<file path="config.mk">
export PLATFORM = sky130hd
export DESIGN_NAME = bpa_ctrl
export DESIGN_NICKNAME = d
export VERILOG_FILES = /design/src/rtl/bpa_pkg.sv /design/src/rtl/bpa_ctrl.sv
export SDC_FILE = /design/constraint.sdc
export NUM_CORES = 1
export LEC_CHECK = 0
export BUFFER_PORTS_ARGS = -buffer_cell sky130_fd_sc_hd__buf_4
export CORE_MARGIN = 2
export CORE_UTILIZATION = 33
export CTS_BUF_LIST = sky130_fd_sc_hd__clkbuf_8 sky130_fd_sc_hd__clkbuf_16
export CTS_CLUSTER_DIAMETER = 80
export DETAILED_ROUTE_END_ITERATION = 7
export RECOVER_POWER = 50
export SLEW_MARGIN = 5
export SYNTH_ARGS = -nofsm -noshare
export SYNTH_HDL_FRONTEND = slang
export SYNTH_SLANG_ARGS = --single-unit
</file>
<file path="constraint.sdc">
create_clock -name clk -period 1.94 [get_ports clk]
set_input_delay 0.291 -clock clk [delete_from_list [all_inputs] [get_ports clk]]
set_output_delay 0.291 -clock clk [all_outputs]
set_load 0.02 [all_outputs]
</file>
<file path="src/rtl/bpa_pkg.sv">
// ----------------------------------------------------------------------------
// Buddy page allocator package
// Shared payload, command and status types and fixed codes.
// ----------------------------------------------------------------------------
package bpa_pkg;

  localparam int ORDER_W  = 4;
  localparam int INDEX_W  = 16;
  localparam int FREE_W   = 17;

  localparam logic [1:0] OP_ALLOC = 2'd0;
  localparam logic [1:0] OP_FREE  = 2'd1;
  localparam logic [1:0] OP_TRIM  = 2'd2;
  localparam logic [1:0] OP_RSVD  = 2'd3;

  localparam logic [1:0] ST_DONE    = 2'd0;
  localparam logic [1:0] ST_NOBLK   = 2'd1;
  localparam logic [1:0] ST_RANGE   = 2'd2;
  localparam logic [1:0] ST_RELEASE = 2'd3;

  typedef struct packed {
    logic [1:0]         op;
    logic [ORDER_W-1:0] block_order;
    logic [INDEX_W-1:0] block_index;
    logic [ORDER_W-1:0] target_order;
  } bpa_in_t;

  typedef struct packed {
    logic [1:0]         status;
    logic [INDEX_W-1:0] result_index;
    logic [FREE_W-1:0]  free_pages;
  } bpa_out_t;

  typedef enum logic [3:0] {
    S_CLEAR,
    S_IDLE,
    S_DISPATCH,
    S_SCAN_RD,
    S_SCAN_CHK,
    S_TAKE,
    S_SPLIT_LOOP,
    S_SPLIT_RD,
    S_SPLIT_WR,
    S_FR_RD,
    S_FR_CHK,
    S_MERGE_LOOP,
    S_MATE_RD,
    S_MATE_CHK,
    S_MARK_RD,
    S_MARK_WR
  } bpa_state_t;

  typedef enum logic [1:0] {
    ASEL_BLOCK,
    ASEL_MATE,
    ASEL_HALF,
    ASEL_SCAN
  } bpa_asel_t;

  typedef enum logic [1:0] {
    TOT_NONE,
    TOT_FREE,
    TOT_ALLOC,
    TOT_TRIM
  } bpa_tot_t;

  typedef struct packed {
    logic       clr;
    logic       load;
    logic       start_scan;
    logic       rd;
    bpa_asel_t  asel;
    logic       wr_set;
    logic       wr_clr;
    logic       scan_next;
    logic       scan_take;
    logic       ord_dec;
    logic       merge;
    bpa_tot_t   tot;
    logic       status_we;
    logic [1:0] status;
    logic       res_take;
    logic       out_load;
  } bpa_cmd_t;

  typedef struct packed {
    logic clr_done;
    logic bad_req;
    logic is_alloc;
    logic none_avail;
    logic release_blk;
    logic trim_grow;
    logic trim_same;
    logic rd_bit;
    logic scan_hit;
    logic ord_gt_low;
    logic below_top;
  } bpa_flag_t;

endpackage

</file>
<file path="src/rtl/bpa_ctrl.sv">
// ----------------------------------------------------------------------------
// Buddy page allocator controller
// Sequences bitmap read-modify-write steps and the handshakes.
// ----------------------------------------------------------------------------
module bpa_ctrl (
  input  logic                clk,
  input  logic                rst_n,
  input  logic                in_valid,
  output logic                in_stall,
  output logic                out_valid,
  input  logic                out_stall,
  input  bpa_pkg::bpa_flag_t  flag,
  output bpa_pkg::bpa_cmd_t   cmd
);
  import bpa_pkg::*;

  bpa_state_t state_r, state_nxt;
  logic       out_valid_r, out_valid_nxt;
  logic       out_free;

  assign out_free  = !out_valid_r || !out_stall;
  assign in_stall  = (state_r != S_IDLE) || !out_free;
  assign out_valid = out_valid_r;

  always_ff @(posedge clk) begin
    if (!rst_n) begin
      state_r     <= S_CLEAR;
      out_valid_r <= 1'b0;
    end else begin
      state_r     <= state_nxt;
      out_valid_r <= out_valid_nxt;
    end
  end

  always_comb begin
    state_nxt = state_r;
    case (state_r)
      S_CLEAR:      if (flag.clr_done) state_nxt = S_IDLE;
      S_IDLE:       if (in_valid && !in_stall) state_nxt = S_DISPATCH;
      S_DISPATCH: begin
        if (flag.bad_req) state_nxt = S_IDLE;
        else if (flag.is_alloc) state_nxt = flag.none_avail ? S_IDLE : S_SCAN_RD;
        else if (flag.release_blk) state_nxt = S_FR_RD;
        else if (flag.trim_same) state_nxt = S_IDLE;
        else state_nxt = S_SPLIT_LOOP;
      end
      S_SCAN_RD:    state_nxt = S_SCAN_CHK;
      S_SCAN_CHK:   state_nxt = flag.scan_hit ? S_TAKE : S_SCAN_RD;
      S_TAKE:       state_nxt = S_SPLIT_LOOP;
      S_SPLIT_LOOP: state_nxt = flag.ord_gt_low ? S_SPLIT_RD : S_IDLE;
      S_SPLIT_RD:   state_nxt = S_SPLIT_WR;
      S_SPLIT_WR:   state_nxt = S_SPLIT_LOOP;
      S_FR_RD:      state_nxt = S_FR_CHK;
      S_FR_CHK:     state_nxt = flag.rd_bit ? S_IDLE : S_MERGE_LOOP;
      S_MERGE_LOOP: state_nxt = flag.below_top ? S_MATE_RD : S_MARK_RD;
      S_MATE_RD:    state_nxt = S_MATE_CHK;
      S_MATE_CHK:   state_nxt = flag.rd_bit ? S_MERGE_LOOP : S_MARK_RD;
      S_MARK_RD:    state_nxt = S_MARK_WR;
      S_MARK_WR:    state_nxt = S_IDLE;
      default:      state_nxt = S_CLEAR;
    endcase
  end

  always_comb begin
    cmd = '0;
    case (state_r)
      S_CLEAR: cmd.clr = 1'b1;
      S_IDLE:  cmd.load = in_valid && !in_stall;
      S_DISPATCH: begin
        if (flag.bad_req) begin
          cmd.status_we = 1'b1;
          cmd.status    = ST_RANGE;
          cmd.out_load  = 1'b1;
        end else if (flag.is_alloc) begin
          if (flag.none_avail) begin
            cmd.status_we = 1'b1;
            cmd.status    = ST_NOBLK;
            cmd.out_load  = 1'b1;
          end else begin
            cmd.start_scan = 1'b1;
          end
        end else if (flag.release_blk) begin
          cmd.status_we = flag.trim_grow;
          cmd.status    = ST_RELEASE;
        end else if (flag.trim_same) begin
          cmd.res_take = 1'b1;
          cmd.out_load = 1'b1;
        end else begin
          cmd.res_take = 1'b1;
          cmd.tot      = TOT_TRIM;
        end
      end
      S_SCAN_RD: begin
        cmd.rd   = 1'b1;
        cmd.asel = ASEL_SCAN;
      end
      S_SCAN_CHK: begin
        cmd.scan_take = flag.scan_hit;
        cmd.scan_next = !flag.scan_hit;
      end
      S_TAKE: begin
        cmd.wr_clr   = 1'b1;
        cmd.tot      = TOT_ALLOC;
        cmd.res_take = 1'b1;
      end
      S_SPLIT_LOOP: begin
        cmd.ord_dec  = flag.ord_gt_low;
        cmd.out_load = !flag.ord_gt_low;
      end
      S_SPLIT_RD: begin
        cmd.rd   = 1'b1;
        cmd.asel = ASEL_HALF;
      end
      S_SPLIT_WR: cmd.wr_set = 1'b1;
      S_FR_RD: begin
        cmd.rd   = 1'b1;
        cmd.asel = ASEL_BLOCK;
      end
      S_FR_CHK: begin
        cmd.tot      = flag.rd_bit ? TOT_NONE : TOT_FREE;
        cmd.out_load = flag.rd_bit;
      end
      S_MATE_RD: begin
        cmd.rd   = 1'b1;
        cmd.asel = ASEL_MATE;
      end
      S_MATE_CHK: begin
        cmd.wr_clr = flag.rd_bit;
        cmd.merge  = flag.rd_bit;
      end
      S_MARK_RD: begin
        cmd.rd   = 1'b1;
        cmd.asel = ASEL_BLOCK;
      end
      S_MARK_WR: begin
        cmd.wr_set   = 1'b1;
        cmd.out_load = 1'b1;
      end
      default: cmd = '0;
    endcase
  end

  always_comb begin
    out_valid_nxt = out_valid_r && out_stall;
    if (cmd.out_load) out_valid_nxt = 1'b1;
  end

  a_clear_blocks_input: assert property (@(posedge clk) disable iff (!rst_n)
    (state_r == S_CLEAR) |-> in_stall)
    else $error("input taken during bitmap clear");

  a_accept_dispatch: assert property (@(posedge clk) disable iff (!rst_n)
    (in_valid && !in_stall) |=> (state_r == S_DISPATCH))
    else $error("accepted transaction not dispatched");

  a_load_needs_room: assert property (@(posedge clk) disable iff (!rst_n)
    cmd.out_load |-> !out_valid_r || !out_stall || (state_r == S_DISPATCH))
    else $error("result loaded over a stalled result");

endmodule

</file>
# Word-level counts from Yosys, hierarchy flattened
# Index checks and enable logic that the tools add are counted.
dict set report word_totals {
  mem_bits_rw 0
  latchBits 0
  n_memories 0
  reg_bits 5
  elab_cells 81
  rom_bits 0
  in_bits 15
  output_inout_bits 21
}
dict set report op_classes {
  magnitude_cmp 0
  n_bitwise 0
  shifts 0
  muxes 46
  n_eq_ne 18
  n_reduce_logical 15
  add_sub_neg 0
  multipliers 0
  n_div 0
}
# op count
set ops {}
lappend ops {{one-hot mux 4 bit (15 select lines)} 1}
lappend ops {{equality test 4 bit (second input constant)} 8}
lappend ops {{2-to-1 mux 3 bit} 9}
lappend ops {{2-to-1 mux 4 bit} 6}
lappend ops {{2-to-1 mux 1 bit} 17}
lappend ops {{equality test 4 x 3 -> 1 bit (second input constant)} 4}
lappend ops {{2-to-1 mux 2 bit} 8}
lappend ops {{one-hot mux 3 bit (4 select lines)} 1}
lappend ops {{equality test 4 x 2 -> 1 bit (second input constant)} 2}
lappend ops {{zero test 1 bit} 6}
lappend ops {{one-hot mux 2 bit (3 select lines)} 1}
lappend ops {{OR reduction 2 bit} 3}
lappend ops {{equality test 4 x 1 -> 1 bit (second input constant)} 1}
lappend ops {{zero test 4 bit} 1}
lappend ops {{!= test 2 bit (second input constant)} 2}
lappend ops {{!= test 4 x 1 -> 1 bit (second input constant)} 1}
lappend ops {{one-hot mux 1 bit (2 select lines)} 2}
lappend ops {{one-hot mux 1 bit (4 select lines)} 1}
lappend ops {{logical AND 1 bit} 2}
lappend ops {{logical OR 1 bit} 2}
lappend ops {{AND reduction 2 bit} 1}

# Depth between registers and ports, before layout
# Gate-level depths: netlist of the first run.
dict set report logic_depth {
  depth_word 8
  depth_mapped 6
  depth_no_buf 4
}

# Least setup slack after synthesis of the first run
# No wires, ideal clock.
dict set report synth_path {
  path_kind {register to output}
  startpoint {register state_r[3]}
  endpoint {output cmd[7] (netlist name)}
  stages_incl_launch_ff 5
  path_slack_ps 9
  path_buffers 2
  t_arrival_ps 1640
  required_time_ps 1649
  cell_sequence {dfxtp_1 -> clkbuf_1 -> clkbuf_1 -> nand2_1 -> nor4_1}
}
# element line_no
set synth_rtl {}
lappend synth_rtl {{start: declaration} bpa_ctrl.sv:17} ;# bpa_state_t state_r, state_nxt;
lappend synth_rtl {{start signal: assignment} bpa_ctrl.sv:30} ;# state_r <= state_nxt;
lappend synth_rtl {{end: declaration} bpa_ctrl.sv:13} ;# output bpa_pkg::bpa_cmd_t cmd

==> results.json, run 1 <==
{
  "final_antenna_net_count": 0,
  "clock_power_share_pct": 41.5,
  "ys_types": 37,
  "slew_viol_final": 0,
  "setup_viol": 0,
  "die_h_um": 50.0,
  "grt_overflow": 0,
  "drv_cap": 0,
  "worstPathRequired_ps": 1650,
  "syn_area_um2": 697,
  "fmaxAchievable_mhz": 528,
  "fillCellCount": 206,
  "grt_max_degree": 22,
  "worst_clock_skew_ps": 1.68,
  "end_kind": "primary output",
  "htreeDepth": 1,
  "finalNonFillerCells": 176,
  "routedWlPerCell_um": 12.6,
  "fin_util_pct": 54.9,
  "synth_edf_count": 0,
  "critPathSlowestCell": "or4b_4",
  "cts_num_sinks": 5,
  "cts_hold_buf": 0,
  "grt.total_usage_pct": 18.9,
  "final_hold_viol_count": 0,
  "finalCritPeriodShare_pct": 97.6,
  "start_util_pct": 35.2,
  "leakage_nw": 0.512,
  "netlist.top_cell.by_area": "dfxtp_1",
  "synth.yosys.seq_area_share_pct": 14.4,
  "reg2reg_from": "state_r[2]",
  "vias": 948,
  "io-pin-count": 36,
  "via_per_inst": 5.39,
  "rows": 16,
  "rsz0062_at_grt": "true",
  "reg2reg_depth": 5,
  "netlist_instances": 108,
  "yosysTopAreaCellShare_pct": 14.4,
  "synthAdderAreaFrac_pct": 0,
  "hp-start": "flag[10]",
  "synth_top_family_by_area": "simple AND/OR/NAND/NOR gates",
  "slew-limit-headroom_pct": 77.0,
  "crit_arrival_ps": 1600,
  "dieArea_mm2": 0.00250,
  "crit_chain": "or4b_4, nor4b_4, buf_4",
  "hpwl_um": 1660,
  "numCtsBuffers": 3,
  "cts_root_buffer": "clkbuf_8",
  "gp_congestion": 0.786,
  "async_flop_share_pct": 0,
  "reg2reg_to": "state_r[1]",
  "finalWirelength_um": 2230,
  "synth_area_per_cell_um2": 6.45,
  "start_kind": "flop",
  "critPathMaxStageDelay_ps": 560,
  "antenna_found_initial": 0,
  "synth_nets": 123,
  "drc": 0,
  "hold_path_depth": 3,
  "synth_warnings": 0,
  "tritoncts": "done",
  "crit_family": "simple AND/OR/NAND/NOR gates",
  "power_density_mw_per_mm2": 417,
  "dr.pass1.iters": 4,
  "p_int_mw": 0.315,
  "synth-xor-area-share_pct": 0,
  "synth_compound_area_share_pct": 32.9,
  "timing.critical_path.buf_inv": 1,
  "grt_pass1_vias": 848,
  "rrSetupSlack_ps": 330,
  "fin_nets": 165,
  "syn2layout_area_growth_pct": 56.2,
  "p_sw_mw": 0.139,
  "synthTopCellsByArea": "dfxtp_1, nor2_1, nand2_1",
  "synthFlopType": "dfxtp_1",
  "drtIter0Drc": 40,
  "status": "finished clean",
  "p_sw_share_pct": 30.6,
  "hp-class": "in2reg",
  "coreArea_mm2": 0.00198,
  "min_period_ps": 1890,
  "yosysMostFrequentCell": "nor2_1",
  "synth-seq-cells": 5,
  "numPlacedInstances": 168,
  "drive_gt1_share_pct": 36.9,
  "sequentialPowerShare_pct": 25.0,
  "die_w_um": 50.0,
  "cts_max_path_buffers": 2,
  "power_frac_comb_pct": 33.5,
  "diodes": 0,
  "ys_top_cells_by_count": "nor2_1, nand2_1, a21oi_1, o21ai_0",
  "grt_pass1_wl_um": 3740,
  "whs_ps": 310,
  "clk_pin_slew_ps": 40,
  "clk_latency_ps": 220,
  "crit_type": "reg2out",
  "tightest_slew_ps": 342,
  "muxShareOfSynthArea_pct": 1.62,
  "yosys.area_share.simple_pct": 42.4,
  "port_buffers": 35,
  "worstPathMaxFanout": 6,
  "vdd_ir_drop_max_mv": 0.253,
  "whs_endpoint": "state_r[0]"
}
==> worst register-to-register path: cells and delay by family (launching register included) <==
kind                   cells  cell delay (ps)
AND/OR/NAND/NOR            2              850
flip-flops                 1              350
AO/OA/AOI/OAI              2              210
buffers and inverters      1              150
==> cells in the final DEF, fill, tap and decap left out, types with 2 or more instances in the layout <==
master     n
buf_4     43
nor2_1    14
nand2_1   11
o21ai_0    9
a21oi_1    8
inv_1      6
nor2b_1    6
nand3_1    6
nor4_1     4
and3_1     3
a221oi_1   3
clkbuf_8   3
a221o_1    2
o31ai_1    2
and3b_1    2
a31oi_1    2
dfxtp_1    2
dfxtp_4    2
==> what timing repair did <==
item / 4_1_cts / 5_1_grt
setup buffers: 0 / 4
endpoints found under the setup margin: 6 / 4
gates resized for setup: 1 / 6
pin swaps: 0 / 2
==> stage by stage <==
step	total power [mW]	setup slack [ps]	cell area, um2	TNS, ps
after global routing	0.488	-9.17	1090	-16.9
after detailed placement	0.258	186	1000	0
final	0.454	46.9	1090	0
after floorplan	0.196	8.90	697	0
after CTS	0.454	19.6	1050	0
after global placement	0.259	182	1000	0
==> worst max-delay path by stage <==
| stage | start | endpoint | slack, ps | cells past startpoint |
|---|---|---|---|---|
| after detailed placement | state_r[0] | cmd[16] | 190 | 3 |
| after global placement | state_r[0] | cmd[16] | 180 | 3 |
| final | state_r[2] | cmd[16] | 50 | 3 |
| after floorplan | state_r[3] | cmd[7] | 9 | 4 |
| after global routing | state_r[2] | cmd[16] | -9 | 3 |
| after CTS | state_r[2] | cmd[16] | 20 | 3 |
==> metal layers <==
layer  routed length, um  global-route usage, %
met4                   0                   5.56
met3                 100                   2.73
met1                1080                   25.5
met5                   0                      0
met2                1040                   30.9
==> area by class of cell <==
| type | instances | area (um2) | area share (%) |
|---|---|---|---|
| multi-input combinational | 89 | 541 | 49.7 |
| inverter | 6 | 22.5 | 2.07 |
| clock inverter | 1 | 3.75 | 0.345 |
| clock buffer | 3 | 41.3 | 3.79 |
| timing repair buffer | 45 | 338 | 31.0 |
| tap | 27 | 33.8 | 3.10 |
| sequential | 5 | 109 | 10.0 |
==> registers in the layout, summed over array words and instances, names as in the netlist <==
register   flops
out_valid      1
state_r        4
==> kinds of logic (layout without fill, tap and decap cells) <==
kind of cell | Yosys count | in the layout
AO/OA/AOI/OAI | 35 | 35
buffers and inverters | 14 | 55
flip-flops | 5 | 5
multiplexers | 1 | 1
AND/OR/NAND/NOR | 53 | 53
==> power groups by stage <==
stage                     sequential (mW)  clock, mW  combinational [mW]
final                               0.114      0.189               0.152
after global routing                0.114      0.206               0.167
after CTS                           0.119      0.196               0.139
after detailed placement            0.120          0               0.138
after global placement              0.120          0               0.139
after floorplan                     0.112          0              0.0844
No activity file was read; power rests on OpenSTA's default activity.
==> run 2, diff against run 1 <==
--- a/config.mk
+++ b/config.mk
@@ -7,11 +7,13 @@
 export LEC_CHECK = 0
 export BUFFER_PORTS_ARGS = -buffer_cell sky130_fd_sc_hd__buf_4
+export CELL_PAD_IN_SITES_DETAIL_PLACEMENT = 0
+export CELL_PAD_IN_SITES_GLOBAL_PLACEMENT = 1
 export CORE_MARGIN = 2
-export CORE_UTILIZATION = 33
+export CORE_UTILIZATION = 29
 export CTS_BUF_LIST = sky130_fd_sc_hd__clkbuf_8 sky130_fd_sc_hd__clkbuf_16
 export CTS_CLUSTER_DIAMETER = 80
 export DETAILED_ROUTE_END_ITERATION = 7
+export PLACE_DENSITY_LB_ADDON = 0.1
 export RECOVER_POWER = 50
-export SLEW_MARGIN = 5
 export SYNTH_ARGS = -nofsm -noshare
 export SYNTH_HDL_FRONTEND = slang
==> constraint.sdc (replaced) <==
create_clock -name clk -period 1.94 [get_ports clk]
set_input_delay 0.097 -clock clk [delete_from_list [all_inputs] [get_ports clk]]
set_output_delay 0.097 -clock clk [all_outputs]
set_load 0.02 [all_outputs]
==> run 2 against run 1 <==
Against the previous run:
- final cell count shrank 2.8%
- critical path depth grew 2
- sequential power grew 6%
- hold slack lost 190 ps
- largest power group unchanged
- global-route usage shrank 0.50 points
==> results.json, run 2 (synthesized netlist as in run 1, its figures left out) <==
{
  "clk_latency_ps": 230,
  "numCtsBuffers": 3,
  "dr.pass1.iters": 4,
  "grt.total_usage_pct": 18.4,
  "cts_max_path_buffers": 2,
  "wl_met2_um": 1020,
  "p_sw_share_pct": 32.7,
  "worstPathMaxFanout": 19,
  "leakage_nw": 0.458,
  "htreeDepth": 1,
  "vias": 934,
  "finalWirelength_um": 2340,
  "p_sw_mw": 0.147,
  "cts_num_sinks": 5,
  "gp_congestion": 0.767,
  "tritoncts": "done",
  "grt_overflow": 0,
  "drv_cap": 0,
  "grt_pass1_vias": 812,
  "crit_type": "reg2out",
  "drive_gt1_share_pct": 29.4,
  "via_per_inst": 5.46,
  "finalNonFillerCells": 171,
  "drtIter0Drc": 28,
  "diodes": 0,
  "reg2reg_from": "state_r[1]",
  "cts_root_buffer": "clkbuf_8",
  "worst_clock_skew_ps": 2.16,
  "antenna_found_initial": 0,
  "start_util_pct": 31.2,
  "vdd_ir_drop_max_mv": 0.345,
  "dr.max_layer_used": "met4",
  "final_cell_mix": "buf_4, nor2_1, nand2_1, o21ai_0, a21oi_1",
  "rrSetupSlack_ps": 310,
  "dieArea_mm2": 0.00281,
  "clk_pin_slew_ps": 40,
  "die_h_um": 53.0,
  "slew-limit-headroom_pct": 60.8,
  "crit_arrival_ps": 1710,
  "io-pin-count": 36,
  "layout_commonest_cell": "buf_4",
  "grt_pass1_wl_um": 3800,
  "worstSetupEndpoint": "cmd[15]",
  "syn2layout_area_growth_pct": 45.2,
  "fin_util_pct": 45.3,
  "largest_reg_flops": 4,
  "hp-class": "in2reg",
  "rows": 17,
  "tns_ps": 0,
  "grt_max_degree": 20,
  "fillCellCount": 260,
  "routedWlPerCell_um": 13.7,
  "setup_viol": 0,
  "hpwl_um": 1770,
  "final_antenna_net_count": 0,
  "power_density_mw_per_mm2": 445,
  "sequentialPowerShare_pct": 26.9,
  "reg2reg_to": "state_r[1]",
  "worstPathRequired_ps": 1840,
  "reg2reg_depth": 5,
  "final_hold_viol_count": 0,
  "die_w_um": 53.0,
  "clock_power_share_pct": 43.9,
  "routed-wl-met3_um": 140,
  "rsz0062_at_grt": "false",
  "fin_nets": 159,
  "slew_viol_final": 0,
  "worst_setup_path_startpoint": "state_r[1]",
  "p_int_mw": 0.303,
  "coreArea_mm2": 0.00223,
  "tightest_slew_ps": 583,
  "end_kind": "primary output",
  "finalCritPeriodShare_pct": 93.2,
  "largest-register": "state_r",
  "power_frac_comb_pct": 29.3,
  "start_kind": "flop",
  "post_cts_buffers": 0,
  "drc": 0,
  "min_period_ps": 1810,
  "port_buffers": 35,
  "status": "finished clean",
  "met1_length_um": 1140,
  "whs_ps": 119,
  "numPlacedInstances": 167,
  "fmaxAchievable_mhz": 553
}
run 2: critical path: stages, from the launching register on:
cell and delay (ps):
dfxtp_1 360, clkbuf_2 330, nor2b_1 170, mux2_2 290, a21o_1 170, buf_4 150
run 2: what timing repair did:
item,in CTS,in global routing
endpoints found under the setup margin,0,3
hold buffers,0,0
resized for setup,0,2
run 2: layout make-up:
class | count | area [um2] | share of cell area [%]
tap | 28 | 35.0 | 3.46
clock buffer | 3 | 41.3 | 4.08
inverter | 6 | 22.5 | 2.22
multi-input combinational | 89 | 541 | 53.4
sequential | 5 | 101 | 10.0
clock inverter | 1 | 3.75 | 0.371
timing repair buffer | 39 | 268 | 26.5
run 2: through the flow:
stage / setup WS (ps) / total power, mW / instance area (um2)
2_1_floorplan: 200 / 0.196 / 697
3_3_place_gp: 242 / 0.257 / 986
3_5_place_dp: 248 / 0.258 / 986
4_1_cts: 88.3 / 0.458 / 1030
5_1_grt: 48.1 / 0.475 / 1010
6_report: 133 / 0.450 / 1010
run 2: layer usage:
layer  up-vias  GRT usage [%]
li1        469              -
met3         4           1.69
met4         0           8.97
met1       426           27.5
met5         -              0
met2        35           25.6
run 2: worst min-delay path by stage:
| stage | start | endpoint | slack [ps] | cells after the start |
|---|---|---|---|---|
| floorplan | rst_n | state_r[2] | 210 | 1 |
| global placement | rst_n | state_r[2] | 350 | 2 |
| detailed placement | rst_n | state_r[2] | 350 | 2 |
| CTS | rst_n | state_r[2] | 120 | 2 |
| global route | rst_n | state_r[2] | 130 | 2 |
| finish | rst_n | state_r[2] | 120 | 2 |
run 2: power groups by stage:
stage,Sequential [mW],Clock (mW),Combinational [mW]
2_1_floorplan,0.112,0,0.0844
3_3_place_gp,0.121,0,0.137
3_5_place_dp,0.121,0,0.137
4_1_cts,0.120,0.201,0.138
5_1_grt,0.122,0.209,0.145
6_report,0.121,0.198,0.132
